`config.mk`:
```
export PLATFORM = sky130hd
export DESIGN_NAME = adaptive_link_interval_controller
export DESIGN_NICKNAME = d
export VERILOG_FILES = /design/src/sv/alic_pkg.sv /design/src/sv/adaptive_link_interval_controller.sv
export SDC_FILE = /design/constraint.sdc
export NUM_CORES = 1
export LEC_CHECK = 0
export BUFFER_PORTS_ARGS = -buffer_cell sky130_fd_sc_hd__buf_2
export CAP_MARGIN = 20
export CELL_PAD_IN_SITES_DETAIL_PLACEMENT = 0
export CELL_PAD_IN_SITES_GLOBAL_PLACEMENT = 1
export CORE_MARGIN = 1.5
export CORE_UTILIZATION = 48
export DETAILED_ROUTE_END_ITERATION = 8
export PLACE_DENSITY = 0.84
export SYNTH_ARGS = -nofsm -noshare
export SYNTH_HDL_FRONTEND = slang
export SYNTH_SLANG_ARGS = --single-unit
export TNS_END_PERCENT = 10
```
`constraint.sdc`:
```
create_clock -name clk -period 5.3 [get_ports clk]
set_input_delay 0.795 -clock clk [delete_from_list [all_inputs] [get_ports clk]]
set_output_delay 0.795 -clock clk [all_outputs]
set_load 0.02 [all_outputs]
```
`src/sv/alic_pkg.sv`:
```
`default_nettype none
package alic_pkg;

	// transmit counter width
	localparam int COUNT_WIDTH = 16;

	// divider sizing: events quotient is 16 bits, utilization quotient needs count + 7 bits
	localparam int EV_W = 16;
	localparam int DIV_W = (COUNT_WIDTH + 7 > EV_W) ? COUNT_WIDTH + 7 : EV_W;
	localparam int DCNT_W = $clog2(DIV_W + 1);

	// configuration register indexes
	localparam logic [2:0] REG_START_DELAY = 3'd0;
	localparam logic [2:0] REG_ADAPT_PERIOD = 3'd1;
	localparam logic [2:0] REG_UPPER_THRESHOLD = 3'd2;
	localparam logic [2:0] REG_LOWER_THRESHOLD = 3'd3;
	localparam logic [2:0] REG_INTERVAL_MAX = 3'd4;
	localparam logic [2:0] REG_INTERVAL_MIN = 3'd5;

	// operation codes
	localparam logic [1:0] OP_TX = 2'd0;
	localparam logic [1:0] OP_RX = 2'd1;
	localparam logic [1:0] OP_UPDATE_DONE = 2'd2;
	localparam logic [1:0] OP_TICK = 2'd3;

	typedef struct packed {
		logic [1:0]  operation;
		logic [11:0] current_interval;
	} in_item_t;

	typedef struct packed {
		logic        adapted;
		logic        change_request;
		logic [12:0] new_interval;
		logic [15:0] window_utilization;
		logic [15:0] average_utilization;
		logic        pending_flag;
	} out_item_t;

	// microcode
	typedef logic [3:0] upc_t;

	typedef enum logic [3:0] {
		ACT_LATCH,
		ACT_DISPATCH,
		ACT_LOAD_EV,
		ACT_DIV_STEP,
		ACT_LOAD_UT,
		ACT_UTIL_SAT,
		ACT_AVG,
		ACT_DECIDE,
		ACT_EMIT
	} act_t;

	typedef enum logic [2:0] {
		J_NEVER,
		J_REQ,
		J_NO_ADAPT,
		J_DIV_LAST,
		J_EV_ZERO,
		J_OUT_FREE
	} jcond_t;

	typedef struct packed {
		act_t   act;
		jcond_t jcond;
		upc_t   target;
		logic   adv;
	} uop_t;

	localparam upc_t PC_FETCH = 4'd0;
	localparam upc_t PC_DISPATCH = 4'd1;
	localparam upc_t PC_LOAD_EV = 4'd2;
	localparam upc_t PC_DIV_EV = 4'd3;
	localparam upc_t PC_LOAD_UT = 4'd4;
	localparam upc_t PC_DIV_UT = 4'd5;
	localparam upc_t PC_UTIL_SAT = 4'd6;
	localparam upc_t PC_AVG = 4'd7;
	localparam upc_t PC_DECIDE = 4'd8;
	localparam upc_t PC_EMIT = 4'd9;

	// program ROM: jump to target when the condition holds, else step on if adv, else hold
	function automatic uop_t urom(input upc_t pc);
		uop_t u;
		begin
			unique case (pc)
				PC_FETCH:    u = '{ACT_LATCH, J_REQ, PC_DISPATCH, 1'b0};
				PC_DISPATCH: u = '{ACT_DISPATCH, J_NO_ADAPT, PC_EMIT, 1'b1};
				PC_LOAD_EV:  u = '{ACT_LOAD_EV, J_NEVER, PC_FETCH, 1'b1};
				PC_DIV_EV:   u = '{ACT_DIV_STEP, J_DIV_LAST, PC_LOAD_UT, 1'b0};
				PC_LOAD_UT:  u = '{ACT_LOAD_UT, J_EV_ZERO, PC_AVG, 1'b1};
				PC_DIV_UT:   u = '{ACT_DIV_STEP, J_DIV_LAST, PC_UTIL_SAT, 1'b0};
				PC_UTIL_SAT: u = '{ACT_UTIL_SAT, J_NEVER, PC_FETCH, 1'b1};
				PC_AVG:      u = '{ACT_AVG, J_NEVER, PC_FETCH, 1'b1};
				PC_DECIDE:   u = '{ACT_DECIDE, J_NEVER, PC_FETCH, 1'b1};
				PC_EMIT:     u = '{ACT_EMIT, J_OUT_FREE, PC_FETCH, 1'b0};
				default:     u = '{ACT_EMIT, J_OUT_FREE, PC_FETCH, 1'b0};
			endcase
			return u;
		end
	endfunction

endpackage
`default_nettype wire

```
`src/sv/adaptive_link_interval_controller.sv`:
```
// Transmit, receive, update and non-adapting ticks go from dispatch straight to emit; an
//   adapting tick runs the events divide, the utilization divide and saturation (skipped
//   when the window has no events), averaging and the decision. A new request is taken in
//   the cycle after the result register loads; a held result delays it further.
// One shared restoring divider, one quotient bit per cycle, serves events and utilization.
// Reset clears the transmit count, countdown, flags, average and output valid; registers return to defaults.
`default_nettype none
module adaptive_link_interval_controller (
	input  wire logic                 clk,
	input  wire logic                 arst_n,
	input  wire logic                 in_valid,
	output logic                      in_ready,
	input  wire alic_pkg::in_item_t   in_data,
	output logic                      out_valid,
	input  wire logic                 out_ready,
	output alic_pkg::out_item_t       out_data,
	input  wire logic                 psel,
	input  wire logic                 penable,
	input  wire logic                 pwrite,
	input  wire logic [4:0]           paddr,
	input  wire logic [31:0]          pwdata,
	output logic [31:0]               prdata,
	output logic                      pready
);
	import alic_pkg::*;

	// configuration
	logic [7:0]  start_delay_q;
	logic [5:0]  adapt_period_q;
	logic [6:0]  upper_thr_q;
	logic [6:0]  lower_thr_q;
	logic [11:0] ivl_max_q;
	logic [11:0] ivl_min_q;

	// block state
	logic [COUNT_WIDTH-1:0] tx_q;
	logic [COUNT_WIDTH-1:0] txs_q;
	logic [15:0]            avg_q;
	logic                   waiting_q;
	logic                   started_q;
	logic [7:0]             cd_q;

	// latched request and per-item results
	logic [1:0]  op_q;
	logic [11:0] ivl_q;
	logic        res_adapted_q;
	logic        res_req_q;
	logic [12:0] res_new_q;
	logic [15:0] res_util_q;

	// divider
	logic [DIV_W-1:0]  q_q;
	logic [EV_W-1:0]   rem_q;
	logic [EV_W-1:0]   dvsr_q;
	logic [DCNT_W-1:0] dcnt_q;
	logic [EV_W:0]     rem_sh;
	logic [EV_W:0]     rem_sub;
	logic              qbit;

	// sequencer
	upc_t pc_q;
	uop_t uop;
	logic take;
	logic in_fire;
	logic out_free;
	logic out_valid_q;
	out_item_t out_q;
	logic adapt_now;
	logic cfg_wr;
	logic [2:0] cfg_idx;

	// item transforms
	logic [16:0] avg_sum;
	logic [15:0] avg_next;
	logic [12:0] halved;
	logic [12:0] doubled;
	logic [12:0] new_ivl;

	assign pready = 1'b1;
	assign cfg_idx = paddr[4:2];
	assign cfg_wr = psel && penable && pwrite;

	// config writes
	always_ff @(posedge clk or negedge arst_n) begin
		if (!arst_n) begin
			start_delay_q <= 8'd30;
			adapt_period_q <= 6'd4;
			upper_thr_q <= 7'd75;
			lower_thr_q <= 7'd25;
			ivl_max_q <= 12'd800;
			ivl_min_q <= 12'd50;
		end else if (cfg_wr) begin
			unique case (cfg_idx)
				REG_START_DELAY:     start_delay_q <= pwdata[7:0];
				REG_ADAPT_PERIOD:    adapt_period_q <= pwdata[5:0];
				REG_UPPER_THRESHOLD: upper_thr_q <= pwdata[6:0];
				REG_LOWER_THRESHOLD: lower_thr_q <= pwdata[6:0];
				REG_INTERVAL_MAX:    ivl_max_q <= pwdata[11:0];
				REG_INTERVAL_MIN:    ivl_min_q <= pwdata[11:0];
				default: ;
			endcase
		end
	end

	// config reads
	always_comb begin
		unique case (cfg_idx)
			REG_START_DELAY:     prdata = {24'd0, start_delay_q};
			REG_ADAPT_PERIOD:    prdata = {26'd0, adapt_period_q};
			REG_UPPER_THRESHOLD: prdata = {25'd0, upper_thr_q};
			REG_LOWER_THRESHOLD: prdata = {25'd0, lower_thr_q};
			REG_INTERVAL_MAX:    prdata = {20'd0, ivl_max_q};
			REG_INTERVAL_MIN:    prdata = {20'd0, ivl_min_q};
			default:             prdata = 32'd0;
		endcase
	end

	// handshakes
	assign uop = urom(pc_q);
	assign in_ready = (pc_q == PC_FETCH);
	assign in_fire = in_valid && in_ready;
	assign out_free = !out_valid_q || out_ready;
	assign out_valid = out_valid_q;
	assign out_data = out_q;

	// expiring tick with a usable interval runs the adaptation
	assign adapt_now = (op_q == OP_TICK) && started_q && (cd_q <= 8'd1) && (ivl_q != 12'd0);

	// jump condition
	always_comb begin
		unique case (uop.jcond)
			J_NEVER:    take = 1'b0;
			J_REQ:      take = in_fire;
			J_NO_ADAPT: take = !adapt_now;
			J_DIV_LAST: take = (dcnt_q == DCNT_W'(1));
			J_EV_ZERO:  take = (q_q[EV_W-1:0] == '0);
			J_OUT_FREE: take = out_free;
			default:    take = 1'b0;
		endcase
	end

	// step counter
	always_ff @(posedge clk or negedge arst_n) begin
		if (!arst_n) begin
			pc_q <= PC_FETCH;
		end else if (take) begin
			pc_q <= uop.target;
		end else if (uop.adv) begin
			pc_q <= pc_q + upc_t'(1);
		end
	end

	// restoring divide step
	assign rem_sh = {rem_q, q_q[DIV_W-1]};
	assign rem_sub = rem_sh - {1'b0, dvsr_q};
	assign qbit = (rem_sh >= {1'b0, dvsr_q});

	// averaging and interval choice
	assign avg_sum = {1'b0, res_util_q} + {1'b0, avg_q};
	assign avg_next = (avg_q == 16'd0) ? 16'd50 : avg_sum[16:1];
	assign halved = {2'b00, ivl_q[11:1]};
	assign doubled = {ivl_q, 1'b0};

	always_comb begin
		if (avg_q >= {9'd0, upper_thr_q}) begin
			new_ivl = (halved < {1'b0, ivl_min_q}) ? {1'b0, ivl_min_q} : halved;
		end else if (avg_q <= {9'd0, lower_thr_q}) begin
			new_ivl = (doubled > {1'b0, ivl_max_q}) ? {1'b0, ivl_max_q} : doubled;
		end else begin
			new_ivl = {1'b0, ivl_q};
		end
	end

	// control state of the datapath
	always_ff @(posedge clk or negedge arst_n) begin
		if (!arst_n) begin
			tx_q <= '0;
			avg_q <= 16'd0;
			waiting_q <= 1'b0;
			started_q <= 1'b0;
			cd_q <= 8'd0;
		end else begin
			unique case (uop.act)
				ACT_DISPATCH: begin
					unique case (op_q)
						OP_TX: begin
							if (tx_q != '1) begin
								tx_q <= tx_q + COUNT_WIDTH'(1);
							end
						end
						OP_RX: begin
							if (!started_q) begin
								started_q <= 1'b1;
								cd_q <= start_delay_q;
							end
						end
						OP_UPDATE_DONE: waiting_q <= 1'b0;
						OP_TICK: begin
							if (started_q) begin
								if (cd_q > 8'd1) begin
									cd_q <= cd_q - 8'd1;
								end else begin
									cd_q <= {2'b00, adapt_period_q};
									tx_q <= '0;
								end
							end
						end
						default: ;
					endcase
				end
				ACT_AVG: avg_q <= avg_next;
				ACT_DECIDE: begin
					if (new_ivl != {1'b0, ivl_q} && !waiting_q) begin
						waiting_q <= 1'b1;
					end
				end
				default: ;
			endcase
		end
	end

	// result valid: set on emit, cleared once taken
	always_ff @(posedge clk or negedge arst_n) begin
		if (!arst_n) begin
			out_valid_q <= 1'b0;
		end else if (uop.act == ACT_EMIT && out_free) begin
			out_valid_q <= 1'b1;
		end else if (out_ready) begin
			out_valid_q <= 1'b0;
		end
	end

	// payload registers
	always_ff @(posedge clk) begin
		unique case (uop.act)
			ACT_LATCH: begin
				if (in_fire) begin
					op_q <= in_data.operation;
					ivl_q <= in_data.current_interval;
				end
			end
			ACT_DISPATCH: begin
				txs_q <= tx_q;
				res_adapted_q <= 1'b0;
				res_req_q <= 1'b0;
				res_new_q <= 13'd0;
				res_util_q <= 16'd0;
			end
			ACT_LOAD_EV: begin
				q_q <= DIV_W'(EV_W'(adapt_period_q) * EV_W'(800)) << (DIV_W - EV_W);
				dvsr_q <= EV_W'(ivl_q);
				rem_q <= '0;
				dcnt_q <= DCNT_W'(EV_W);
			end
			ACT_DIV_STEP: begin
				rem_q <= qbit ? rem_sub[EV_W-1:0] : rem_sh[EV_W-1:0];
				q_q <= {q_q[DIV_W-2:0], qbit};
				dcnt_q <= dcnt_q - DCNT_W'(1);
			end
			ACT_LOAD_UT: begin
				// no events in the window: utilization saturates
				if (q_q[EV_W-1:0] == '0) begin
					res_util_q <= 16'hFFFF;
				end
				dvsr_q <= q_q[EV_W-1:0];
				q_q <= DIV_W'(txs_q) * DIV_W'(100);
				rem_q <= '0;
				dcnt_q <= DCNT_W'(DIV_W);
			end
			ACT_UTIL_SAT: begin
				res_util_q <= (q_q > DIV_W'(16'hFFFF)) ? 16'hFFFF : q_q[15:0];
			end
			ACT_DECIDE: begin
				res_adapted_q <= 1'b1;
				res_new_q <= new_ivl;
				res_req_q <= (new_ivl != {1'b0, ivl_q}) && !waiting_q;
			end
			ACT_EMIT: begin
				if (out_free) begin
					out_q.adapted <= res_adapted_q;
					out_q.change_request <= res_req_q;
					out_q.new_interval <= res_new_q;
					out_q.window_utilization <= res_util_q;
					out_q.average_utilization <= avg_q;
					out_q.pending_flag <= waiting_q;
				end
			end
			default: ;
		endcase
	end

	// checks
	a_accept_dispatch: assert property (@(posedge clk) disable iff (!arst_n)
		in_fire |=> (pc_q == PC_DISPATCH))
		else $error("accepted request did not reach dispatch");

	a_req_sets_pending: assert property (@(posedge clk) disable iff (!arst_n)
		(out_valid && out_data.change_request) |-> out_data.pending_flag)
		else $error("change request without pending flag");

	a_idle_fields_zero: assert property (@(posedge clk) disable iff (!arst_n)
		(out_valid && !out_data.adapted) |->
		(out_data.new_interval == 13'd0 && out_data.window_utilization == 16'd0))
		else $error("non-adapting result carries interval or utilization");

	a_div_count: assert property (@(posedge clk) disable iff (!arst_n)
		(pc_q == PC_DIV_EV || pc_q == PC_DIV_UT) |-> (dcnt_q != '0))
		else $error("divider stepping with zero count");

endmodule
`default_nettype wire
```
==> results of run 1 <==
Yosys cell counts, types with 6 or more instances:
| cell type | instances |
|---|---|
| inv_1 | 130 |
| xnor2_1 | 36 |
| dfstp_2 | 18 |
| nor2b_1 | 17 |
| o21ai_0 | 102 |
| o21a_1 | 21 |
| mux2i_1 | 41 |
| a22o_1 | 16 |
| and2_1 | 10 |
| fa_1 | 14 |
| nand2b_1 | 17 |
| or2_2 | 6 |
| o31ai_1 | 12 |
| edfxtp_1 | 169 |
| o211ai_1 | 7 |
| a22oi_1 | 18 |
| nand2_1 | 133 |
| buf_4 | 23 |
| dfrtp_1 | 81 |
| nor4_1 | 15 |
| and3_1 | 13 |
| mux2_2 | 32 |
| a21oi_1 | 87 |
| buf_2 | 6 |
| clkbuf_1 | 50 |
| xor2_1 | 28 |
| ha_1 | 151 |
| nor3_1 | 35 |
| a21o_1 | 13 |
| nand4_1 | 14 |
| or3_1 | 13 |
| nor2_1 | 119 |
| o22ai_1 | 10 |
| a31oi_1 | 16 |
| nand3_1 | 28 |
| o21ai_1 | 16 |
| a211oi_1 | 33 |
| buf_1 | 8 |
routing by layer:
metal  part of all wire  up-vias  wire, um  global-route usage
met1               0.47     6121     19500               0.341
met2               0.44      372     18300               0.358
met4              0.026        0      1090              0.0631
met5                  0        -         0                   0
met3              0.066       63      2740              0.0305
li1                   -     6191         -                   -
final cells by class:
| class | instances | area, um^2 | area share |
|---|---|---|---|
| inverters | 131 | 492 | 0.0261 |
| repair buffers | 110 | 586 | 0.0310 |
| clock buffers | 34 | 797 | 0.0422 |
| clock inverters | 22 | 211 | 0.0112 |
| well taps | 455 | 569 | 0.0302 |
| multi-input cells | 1195 | 8650 | 0.458 |
| flip-flops and latches | 268 | 7570 | 0.401 |
metrics by stage:
step | cell area (um^2) | setup slack [ns] | hold slack, ns
6_report | 18900 | 1.11 | 0.310
5_1_grt | 18900 | 0.851 | 0.373
4_1_cts | 18900 | 1.15 | 0.336
3_5_place_dp | 17900 | 1.15 | 0.405
3_3_place_gp | 17900 | 1.23 | 0.403
2_1_floorplan | 17100 | 1.56 | 0.400
worst max-delay path, stage by stage, from the launching register on:
cell and delay (ns):
edfxtp_1 0.45, ha_1 0.32, ha_1 0.32, fa_1 0.46, ha_1 0.36, nor2b_1 0.15
o21a_1 0.18, o21ai_1 0.27, a2111oi_1 0.16, nor4_1 0.51, o31ai_1 0.16, a211oi_1 0.24
nor3_1 0.08, a221o_1 0.29
worst min-delay path by stage:
stage	slack (ns)	from	endpoint	cells after the start
2_1_floorplan	0.40	res_new_q[0]	out_data[33]	0
3_3_place_gp	0.40	res_new_q[12]	out_data[45]	0
3_5_place_dp	0.40	res_new_q[7]	out_data[40]	0
4_1_cts	0.34	arst_n	tx_q[15]	1
5_1_grt	0.37	arst_n	tx_q[13]	1
6_report	0.31	arst_n	tx_q[13]	1
sequential cells by signal, summed over array words and instances (netlist names), 4 cells and up:
signal	flops
res_new_q	13
start_delay_q	8
res_util_q	16
adapt_period_q	6
dvsr_q	16
txs_q	16
pc_q	4
cd_q	8
out_data	48
upper_thr_q	7
rem_q	16
lower_thr_q	7
dcnt_q	5
avg_q	16
tx_q	16
ivl_min_q	12
ivl_q	12
ivl_max_q	12
q_q	23
where the power goes:
group          leakage [nW]  internal [mW]  switching (mW)
Clock                 0.485           1.23           0.874
Combinational          4.79           2.83            4.30
Sequential             2.81           3.29           0.659
cell families (layout without fill, tap and decap cells):
family,after synthesis,after routing,synth area share
xor gates and xnor gates,64,64,0.0329
buffers and inverters,220,297,0.0553
muxes,74,74,0.0458
DFF,268,268,0.444
and+or+nand+nor,444,444,0.128
AOI/OAI and AO/OA,426,426,0.167
other,2,22,0.000440
adders and majority gates,165,165,0.127
==> impl_results.md, run 1 <==
- Root Buffer: clkbuf_16
- Worst-path fanout max: 4
- Post-Syn Area: 0.0171 mm^2
- R2R Path End: q_q[20]
- Final Net Count: 1959
- Worst Path Arrival: 4.51 ns
- Most common cell after layout, fill and taps aside: edfxtp_1
- Final core utilization: 0.542
- Fmax: 239 MHz
- Most frequent cells in the layout: 169 x edfxtp_1, 151 x ha_1, 133 x nand2_1
- H-tree levels: 1
- CP Capture Type: flop
- R2R cell count: 13
- First-pass GRT wire length: 66.9 mm
- WL per Instance: 18.8 um
- Critical Path RT: 5.62 ns
- Ant diodes: 0
- Vias: 12700
- Min Tclk post-route: 4.19 ns
- Ports: 141
- DRC: 0
- Max cap viols: 0
- Power Total: 13.2 mW
- Via count of the first global-routing pass: 12100
- TritonCTS Buffers: 30
- Synth Area per Inst: 10.3 um^2
- Post-CTS setup buffer count: 0
- Critical path class: flop to flop
- Final worst-path cycle share: 0.790
- Worst min path class: primary input to asynchronous set/reset pin
- Fin. max-slew vios: 0
- Setup TNS: 0 ns
- Core area: 0.0348 mm^2
- Yosys reg bits: 268
- Initial Util: 0.490
- Seq/Total Area, Yosys: 0.444
- Pleak: 8.09 nW
- CTS tree: built
- Hold Fails Final Rpt: 0
- GPL Wtd Cong: 0.898
- RSZ-0062 raised after global routing: false
- YS warnings: 0
- CP Capture Point: q_q[20]
- Overall routing resource usage: 0.232
- Yosys top cell by area: edfxtp_1
- DIE HEIGHT: 192 um
- DPL Wire Length: 31.2 mm
- WL final: 41.6 mm
- CTS Buffer Depth: 3
- Row count: 68
- Worst slew margin: 0.309
- Initial antenna violation count: 0
- Post-synthesis cell type count: 96
- Post-synth EDFFs: 169
- Main flop type after synthesis: edfxtp_1
- Worst r2r src: txs_q[3]
- Area grow syn2layout: 10.6%
- Top-area cell type share of the netlist area: 0.297
- DR pass1 iterations: 5
- Worst Skew: 0.0182 ns
- Final ANT Viol Nets: 0
- Via-per-instance ratio: 5.75
- FFs w/ async S/R, synth: 0.369
- VDD IR max: 377 uV
- Worst Setup SP: txs_q[3]
- Placed cell count: 2159
- Worst Setup Start Kind: flop
- Pwr Density: 698 mW/mm^2
- Post-CTS sizing: 0
- Pin count of the biggest net entering global routing: 56
- GRT overflow: 0
- Synthesized instance count: 1663
- Die area: 0.0367 mm^2
- IO Port Bufs: 97
- Filler Cell Count: 3109
- Top cells by area, synth: edfxtp_1 30%, dfrtp_1 12%, ha_1 11%, o21ai_0 3.0%, nand2_1 2.9%
- Clock Latency Late Sink: 0.57 ns
- Drt initial violations: 881
- CTS Sinks: 268
- Die Wd: 192 um
- Share of cells above drive strength 1: 0.140
- Status: finished, final reports clean
- Finished Layout Cells: 2215
- Worst-Margin Slew: 1.03 ns
- Setup-failing EPs final: 0
- Reg2reg setup slack: 1.11 ns
- Clock-pin slew on the worst setup and hold paths: 0.06 ns
- Hold Buf Count CTS: 0
(Power assumes the default switching activity.)
==> inputs of run 2 (changes only) <==
CORE_UTILIZATION = 44   (was 48)
PLACE_DENSITY = 0.81   (was 0.84)
clock period = 3.5 ns   (was 5.3 ns; I/O delays follow)
==> run 2 against run 1 <==
Compared with the run above: flip-flop and latch count unchanged; largest cell class unchanged; clock-buffer cell count up 10; non-clock buffer count up 91; highest routed layer is now met5; routed wire length up 6.7%; first-iteration DRC count down 2.4%; clock skew up 0.00085 ns; sequential power up 48%; die area up 8.9%; worst setup slack worse by 1.3 ns; the run now ends with setup timing left; register-to-register slack worse by 1.3 ns; global-route usage down 0.61 points.
==> impl_results.md, run 2 (synthesis results as in run 1) <==
- Critical path class: flop to flop (unchanged)
- Area grow syn2layout: 16.2% (was 10.6%)
- Status: complete, but fails checks (was finished, final reports clean)
- First-pass GRT wire length: 69.7 mm (was 66.9 mm)
- Row count: 71 (was 68)
- Via count of the first global-routing pass: 12600 (was 12100)
- Initial Util: 0.450 (was 0.490)
- Worst min path class: primary input to asynchronous set/reset pin (unchanged)
- Core area: 0.0379 mm^2 (was 0.0348 mm^2)
- Max cap viols: 0 (unchanged)
- Final worst-path cycle share: 1.06 (was 0.790)
- Largest register FFs: 48 (unchanged)
- Worst Skew: 0.0191 ns (was 0.0182 ns)
- CTS tree: built (unchanged)
- Min Tclk post-route: 3.70 ns (was 4.19 ns)
- Violations in the final reports: setup timing
- Power Total: 21.7 mW (was 13.2 mW)
- Setup-failing EPs final: 4 (was 0)
- Worst-Margin Slew: 1.04 ns (was 1.03 ns)
- Worst-path fanout max: 3 (was 4)
- Clock-pin slew on the worst setup and hold paths: 0.06 ns (about the same)
- Most common cell after layout, fill and taps aside: edfxtp_1 (unchanged)
- DPL Wire Length: 33.8 mm (was 31.2 mm)
- R2R Path End: q_q[20] (unchanged)
- WL per Instance: 18.8 um (about the same)
- Worst r2r src: txs_q[3] (unchanged)
- DRC: 0 (unchanged)
- TritonCTS Buffers: 31 (was 30)
- Drt initial violations: 860 (was 881)
- Hold Fails Final Rpt: 0 (unchanged)
- DIE HEIGHT: 200 um (was 192 um)
- Ports: 141 (unchanged)
- Pin count of the biggest net entering global routing: 59 (was 56)
- CTS Sinks: 268 (unchanged)
- Initial antenna violation count: 3 (was 0)
- Ant diodes: 0 (unchanged)
- Fin. max-slew vios: 0 (unchanged)
- H-tree levels: 1 (unchanged)
- WL final: 44.4 mm (was 41.6 mm)
- Final worst setup slack: -0.198 ns (was 1.11 ns)
- Pleak: 8.55 nW (was 8.09 nW)
- Worst Path Arrival: 4.02 ns (was 4.51 ns)
- Final ANT Viol Nets: 0 (unchanged)
- Worst Setup Start Kind: flop (unchanged)
- VDD IR max: 756 uV (was 377 uV)
- DR top layer: met5 (was met4)
- Filler Cell Count: 3470 (was 3109)
- Die Wd: 200 um (was 192 um)
- GPL Wtd Cong: 0.933 (was 0.898)
- CP Capture Type: flop (unchanged)
- R2R cell count: 13 (unchanged)
- Die area: 0.0400 mm^2 (was 0.0367 mm^2)
- CTS Buffer Depth: 3 (unchanged)
- Via-per-instance ratio: 5.55 (was 5.75)
- Met3 Wirelength: 2.68 mm (was 2.74 mm)
- DR WL met2: 19.6 mm (was 18.3 mm)
- Clock Latency Late Sink: 0.58 ns (was 0.57 ns)
- Final core utilization: 0.522 (was 0.542)
- IO Port Bufs: 97 (unchanged)
- Root Buffer: clkbuf_16 (unchanged)
- Overall routing resource usage: 0.226 (was 0.232)
- Vias: 13100 (was 12700)
- GRT overflow: 0 (unchanged)
- RSZ-0062 raised after global routing: true (was false)
- DR pass1 iterations: 7 (was 5)
- Share of cells above drive strength 1: 0.196 (was 0.140)
- Pwr Density: 1100 mW/mm^2 (was 698 mW/mm^2)
- Final Net Count: 2051 (was 1959)
- Critical Path RT: 3.82 ns (was 5.62 ns)
- Reg2reg setup slack: -0.20 ns (was 1.11 ns)
- Most frequent cells in the layout: 169 x edfxtp_1, 143 x ha_1, 133 x nand2_1 (was 169 x edfxtp_1, 151 x ha_1, 133 x nand2_1)
- Fmax: 270 MHz (was 239 MHz)
- Met1 wire length: 21.0 mm (was 19.5 mm)
- Worst slew margin: 0.304 (was 0.309)
run 2: cell count changes in the layout (fill, tap and decap cells not counted), sizes merged:
cell / delta
buf: +91
clkinv: -10
inv: +4
clkbuf: +10
bufinv: -2
run 2: report_power, final:
group          switching (mW)  internal [mW]
sequential              0.862           4.98
combinational            7.30           5.48
clock                    1.31           1.78
total                    9.47           12.2
run 2: per-layer routing:
layer  vias to the layer above  global-route usage
li1                       6377                   -
met1                      6265               0.328
met2                       379               0.351
met3                        85              0.0339
met4                         4              0.0593
met5                         -                   0
run 2: final cells by class:
cell class / instances / area (um^2) / share of cell area
clock inverters: 14 / 118 / 0.00593
well taps: 511 / 639 / 0.0323
inverters: 131 / 492 / 0.0248
multi-input cells: 1195 / 8850 / 0.446
flip-flops and latches: 268 / 7570 / 0.382
clock buffers: 44 / 855 / 0.0431
repair buffers: 201 / 1290 / 0.0653
run 2: timing repair:
action / CTS / global route
buffers inserted: 1 / 3
gates resized for setup: 19 / 12
pin swaps: 8 / 11
hold buffers: 0 / 0
endpoints found under the setup margin: 4 / 7
run 2: worst max-delay path, cell delays in order, from the launching register on:
cell and delay, ns:
edfxtp_1 0.47, ha_4 0.32, ha_4 0.19, fa_1 0.51, ha_4 0.30, nor2b_4 0.13
o21a_1 0.16, o21ai_2 0.08, a2111oi_4 0.44, nor4_4 0.08, o31ai_2 0.30, buf_4 0.16
nor3_1 0.04, a221o_1 0.26
run 2: metrics by stage:
step	area [um^2]	hold WS [ns]	setup slack, ns	std cells	setup TNS [ns]
after global placement	18600	0.409	-0.204	2302	-0.720
final	19800	0.0471	-0.198	2364	-0.552
after detailed placement	18600	0.410	-0.285	2302	-0.997
after floorplan	17200	0.229	-0.0241	1683	-0.0241
after global routing	19800	0.0896	-0.373	2364	-1.27
after CTS	19700	0.0478	-0.114	2361	-0.380
run 2: how the worst max path moves through the flow:
stage / from / endpoint / slack, ns / depth (start not counted)
3_5_place_dp: txs_q[3] / q_q[21] / -0.28 / 16
5_1_grt: txs_q[3] / q_q[22] / -0.37 / 14
2_1_floorplan: txs_q[2] / q_q[20] / -0.02 / 13
6_report: txs_q[3] / q_q[20] / -0.20 / 13
4_1_cts: txs_q[2] / q_q[22] / -0.11 / 13
3_3_place_gp: txs_q[1] / q_q[22] / -0.20 / 14
